<file path="config.mk">
export PLATFORM = sky130hd
export DESIGN_NAME = rpn_div
export DESIGN_NICKNAME = d
export VERILOG_FILES = /design/src/sv/rpn_pkg.sv /design/src/sv/rpn_div.sv
export SDC_FILE = /design/constraint.sdc
export NUM_CORES = 1
export LEC_CHECK = 0
export ABC_AREA = 1
export ABC_CLOCK_PERIOD_IN_PS = 5900
export BUFFER_PORTS_ARGS = -buffer_cell sky130_fd_sc_hd__buf_2
export CAP_MARGIN = 20
export CORE_MARGIN = 10
export CORE_UTILIZATION = 60
export CTS_BUF_LIST = sky130_fd_sc_hd__clkbuf_4 sky130_fd_sc_hd__clkbuf_8
export DETAILED_ROUTE_END_ITERATION = 12
export HOLD_SLACK_MARGIN = 0.05
export PLACE_DENSITY = 0.8
export SETUP_SLACK_MARGIN = 0.4
export SLEW_MARGIN = 0
export SYNTH_ARGS = -nofsm -noshare
export SYNTH_HDL_FRONTEND = slang
export SYNTH_SLANG_ARGS = --single-unit
</file>
<file path="constraint.sdc">
create_clock -name clk -period 5.9 [get_ports clk]
set_input_delay 1.18 -clock clk [delete_from_list [all_inputs] [get_ports clk]]
set_output_delay 1.18 -clock clk [all_outputs]
set_load 0.05 [all_outputs]
</file>
<file path="src/sv/rpn_pkg.sv">
// ----------------------------------------------------------------------------
// RPN calculator package
// Op and status codes, field widths and the default stack depth.
// ----------------------------------------------------------------------------
package rpn_pkg;

	localparam int DefStackDepth = 128;

	typedef enum logic [3:0] {
		OP_PUSH      = 4'd0,
		OP_ADD       = 4'd1,
		OP_SUB       = 4'd2,
		OP_MUL       = 4'd3,
		OP_DIV       = 4'd4,
		OP_MOD       = 4'd5,
		OP_POP_SHOW  = 4'd6,
		OP_PEEK      = 4'd7,
		OP_SWAP      = 4'd8,
		OP_CLEAR     = 4'd9,
		OP_DUP       = 4'd10,
		OP_PUSH_LAST = 4'd11
	} op_t;

	typedef enum logic [2:0] {
		ST_OK    = 3'd0,
		ST_EMPTY = 3'd1,
		ST_FULL  = 3'd2,
		ST_DIV0  = 3'd3,
		ST_SAT   = 3'd4
	} status_t;

	// divider request / response
	typedef struct packed {
		logic        start;
		logic        is_mod;
		logic [31:0] a;
		logic [31:0] b;
	} div_req_t;

	typedef struct packed {
		logic        done;
		logic        sat;
		logic [31:0] res;
	} div_rsp_t;

endpackage

</file>
<file path="src/sv/rpn_div.sv">
// ----------------------------------------------------------------------------
// RPN divider
// Restoring divider, one quotient bit per cycle. Q16.16 divide (a<<16)/b with
// saturation, or integer modulo of the truncated integer parts.
// ----------------------------------------------------------------------------
module rpn_div (
	input  logic             clk,
	input  logic             arst_n,
	input  rpn_pkg::div_req_t req,
	output rpn_pkg::div_rsp_t rsp
);

	logic        busy_q;
	logic [5:0]  cnt_q;
	logic [47:0] num_q;   // magnitude of dividend, shifted out msb first
	logic [31:0] den_q;
	logic [32:0] rem_q;
	logic [47:0] quo_q;
	logic        neg_q;   // quotient sign
	logic        rneg_q;  // remainder sign
	logic        mod_q;
	logic        done_q;

	logic signed [31:0] sa, sb;
	logic [47:0] amag;
	logic [31:0] bmag;
	logic [32:0] trial;
	logic [32:0] rem_sh;

	always_comb begin
		sa = req.a;
		sb = req.b;
		if (req.is_mod) begin
			// integer part truncated toward zero: magnitude >> 16
			amag = {32'd0, (sa[31] ? 16'(( ~req.a + 32'd1) >> 16) : req.a[31:16])};
			bmag = {16'd0, (sb[31] ? 16'(( ~req.b + 32'd1) >> 16) : req.b[31:16])};
		end else begin
			amag = {(sa[31] ? (~req.a + 32'd1) : req.a), 16'd0};
			bmag = sb[31] ? (~req.b + 32'd1) : req.b;
		end
		rem_sh = {rem_q[31:0], num_q[47]};
		trial  = rem_sh - {1'b0, den_q};
	end

	always_ff @(posedge clk or negedge arst_n) begin
		if (!arst_n) begin
			busy_q <= 1'b0;
			done_q <= 1'b0;
			cnt_q  <= '0;
		end else begin
			done_q <= 1'b0;
			if (req.start) begin
				busy_q <= 1'b1;
				cnt_q  <= 6'd47;
			end else if (busy_q) begin
				cnt_q <= cnt_q - 6'd1;
				if (cnt_q == 6'd0) begin
					busy_q <= 1'b0;
					done_q <= 1'b1;
				end
			end
		end
	end

	always_ff @(posedge clk) begin
		if (req.start) begin
			num_q  <= amag;
			den_q  <= bmag;
			rem_q  <= '0;
			quo_q  <= '0;
			mod_q  <= req.is_mod;
			neg_q  <= req.a[31] ^ req.b[31];
			rneg_q <= req.a[31];
		end else if (busy_q) begin
			num_q <= {num_q[46:0], 1'b0};
			if (!trial[32]) begin
				rem_q <= trial;
				quo_q <= {quo_q[46:0], 1'b1};
			end else begin
				rem_q <= rem_sh;
				quo_q <= {quo_q[46:0], 1'b0};
			end
		end
	end

	logic [31:0] rmag;
	always_comb begin
		rmag = {rem_q[15:0], 16'd0};
		rsp.done = done_q;
		rsp.sat  = 1'b0;
		if (mod_q) begin
			rsp.res = rneg_q ? (~rmag + 32'd1) : rmag;
		end else if (neg_q) begin
			if (quo_q > 48'h8000_0000) begin
				rsp.sat = 1'b1;
				rsp.res = 32'h8000_0000;
			end else begin
				rsp.res = ~quo_q[31:0] + 32'd1;
			end
		end else if (quo_q > 48'h7FFF_FFFF) begin
			rsp.sat = 1'b1;
			rsp.res = 32'h7FFF_FFFF;
		end else begin
			rsp.res = quo_q[31:0];
		end
	end

endmodule

</file>
==> flow_summary.toml <==
[grt]
grt_use_total = 0.2589
grt_pass1_wl_um = 57440
antenna_found_initial = 0
grt_overflow = 0
grt_pass1_vias = 11585
grt_max_degree = 53

[yosys]
netlist_area_um2 = 12540
synth.distinct_cells = 47
syn_area_per_cell_um2 = 6.533
synth_top_family_by_area = "simple AND/OR/NAND/NOR gates"
ys_seq_area_frac = 0.3425
synth.area.mux_share = 0
synthXorXnorAreaFrac = 0.03563
synth_edf_count = 83
synth_fa_ha_area_frac = 0.04052
ys_warn_count = 0
synth-seq-cells = 171
synth_compound_area_frac = 0.1226
ys_async_sr_fraction = 0.04678
synth_ff_type = "edfxtp_1"
yosys.area_share.simple = 0.3505
postSynthCellCount = 1919
synth.net_count = 2027

[cts]
hold_buffers = 0
cts_tree = "yes"
cts-root-buf = "clkbuf_8"
numCtsBuffers = 17
cts_resized = 0
htree_levels = 4
cts.clk_slew.worst_paths_ps = 90
clkSinkCount = 171
clock_path_buffers = 2
postCtsSetupBuffers = 0
clk_latency_ps = 470

[sta]
finalCritPeriodShare = 0.8249
rsz0062_at_grt = "no"
period_needed_ps = 4867
hold_slack_ps = 477.3
worstMarginPinSlew_ps = 999.0
finClkSkew_ps = 17.20
finalSetupViolCount = 0
maxSlewViolCount = 0
fmax_mhz = 205.5
relSlewSlack = 0.3333
hold_viol_final = 0
setup_tns_ps = 0

[critical_path]
crit_type = "reg -> out"
cp.arrival_ps = 3690
cp-end-kind = "primary output"
crit_fanout = 33
startpoint_type = "flop"
crit_required_ps = 4720

[cells_and_area]
diodes = 0
drive_above_1_share = 0.09200
post-route-util = 0.6681
final_cell_mix = "nand2_1 (562), inv_1 (281), nor2_1 (195), nand3_1 (160), buf_2 (101)"
finalNonFillerCells = 2270
nets = 2095
layout_commonest_cell = "nand2_1"
fill_cells = 1873
area_growth_syn_to_layout_pct = 8.523

[power]
p_leak_nw = 6.967
irDropWorstVdd_mv = 0.1415
finalPower_mw = 3.268
p_per_area_nw_per_um2 = 240.2

[outcome]
status = "complete, no violations"

[placement]
dp_cells = 2238
dp_hpwl_um = 26560
place.port_buffers = 101
routabilityCongestion = 1.003

[detailed_routing]
post_drt_via_cell_ratio = 5.599
ant_nets = 0
wl_um = 35240
first_pass_iters = 5
wl_per_cell_um = 15.52
drc = 0
dr_total_vias = 12710
drtIter0Drc = 1256

[min_path]
hold_class = "reg -> reg"

[die]
die_h_um = 164.6
start_util = 0.6156
die_w_um = 164.6
ios = 102
die_area_um2 = 27080
rows = 52
design.core.area_um2 = 20360

[flow_run]
drv_cap = 0
[state kept, by name (all words and copies together) (netlist names)]
signal,count
neg_q,1
rem_q,32
done_q,1
busy_q,1
num_q,48
den_q,32
rneg_q,1
quo_q,48
mod_q,1
cnt_q,6
[synth_stat cells (2+ instances only)]
master,instances,area [µm²]
dfrtp_1,8,200.2
buf_1,5,18.77
edfxtp_1,83,2492
nor2_2,5,31.28
o21bai_1,9,67.56
nand2_2,11,68.82
a31oi_1,5,31.28
nor2_1,197,739.5
nand3_1,160,800.8
dfxtp_1,80,1602
a32o_1,4,40.04
and3_1,2,12.51
nor4_1,5,31.28
buf_2,2,10.01
buf_6,2,22.52
nand2_1,562,2110
o21a_1,2,15.01
a21o_1,4,30.03
a21oi_2,2,17.52
nor3_2,3,30.03
a21oi_1,90,450.4
inv_1,282,1059
nor3_1,28,140.1
xor2_1,34,297.8
o21ai_0,84,420.4
inv_2,6,22.52
nor2_4,3,33.78
o22ai_1,46,287.8
clkinv_1,3,11.26
o21ai_1,5,25.02
buf_4,7,52.55
nand4_1,37,231.5
nand3b_1,9,67.56
a22oi_1,6,45.04
o31ai_1,4,30.03
or2_2,9,56.30
xnor2_1,17,148.9
ha_1,39,488.0
clkbuf_1,43,161.4
o211ai_1,9,67.56
[power breakdown]
group	leakage, nW	total, mW	switching (mW)	internal, mW
clock network	0.216	0.905	0.480	0.425
logic	5.12	1.01	0.717	0.297
registers	1.63	1.35	0.0318	1.32
total	6.97	3.27	1.23	2.04
[worst max-delay path: stages, from the launching register on]
cell and delay (ps):
edfxtp_1 760, inv_1 900, nand2_1 530, nand2_1 440, a21oi_1 80, a22oi_1 200
buf_2 300
[kinds of logic after synthesis]
group / Yosys count
AND/OR/NAND/NOR: 1036
buffers and inverters: 350
XOR/XNOR: 51
flip-flops: 171
AO/OA/AOI/OAI: 271
adder cells (fa/ha/maj): 40
[layer usage]
metal | global-route usage | wire length (µm) | up-vias | part of all wire
li1 | - | - | 6366 | -
met5 | 0 | 0 | - | 0
met3 | 0.04705 | 3262 | 54 | 0.093
met1 | 0.3787 | 16350 | 5728 | 0.46
met2 | 0.3870 | 15100 | 562 | 0.43
met4 | 0.06119 | 521 | 0 | 0.015
[final timing paths]
check | start | endpoint | slack, ps | cells after the start
worst max-delay path | neg_q$_DFFE_PP_ | rsp[19] | 1030 | 6
worst min-delay path | rem_q[23]$_SDFFE_PP0P_ | rem_q[23]$_SDFFE_PP0P_ | 480 | 2
worst max register to register | rem_q[0]$_SDFFE_PP0P_ | rem_q[21]$_SDFFE_PP0P_ | 2950 | 17
worst min register to register | rem_q[23]$_SDFFE_PP0P_ | rem_q[23]$_SDFFE_PP0P_ | 480 | 2
max in group asynchronous | arst_n | done_q$_DFF_PN0_ | 5190 | 1
min in group asynchronous | arst_n | cnt_q[1]$_DFFE_PN0P_ | 550 | 1
[cell type report]
type                       count  area (µm²)  share of cell area
inverter                     291        1094             0.08038
clock buffer                  20       275.3             0.02023
tap                          270       337.8             0.02483
clock inverter                12       156.4             0.01150
sequential                   171        4294              0.3156
multi-input combinational   1398        6890              0.5064
timing repair buffer         108       558.0             0.04102
[stage by stage]
stage / worst slack [ps] / area, µm²
6_report: 1033 / 13610
5_1_grt: 747.7 / 13610
4_1_cts: 1094 / 13610
3_5_place_dp: 1600 / 13170
3_3_place_gp: 1723 / 13170
2_1_floorplan: 2343 / 12540
No activity file was read; power rests on OpenSTA's default activity.
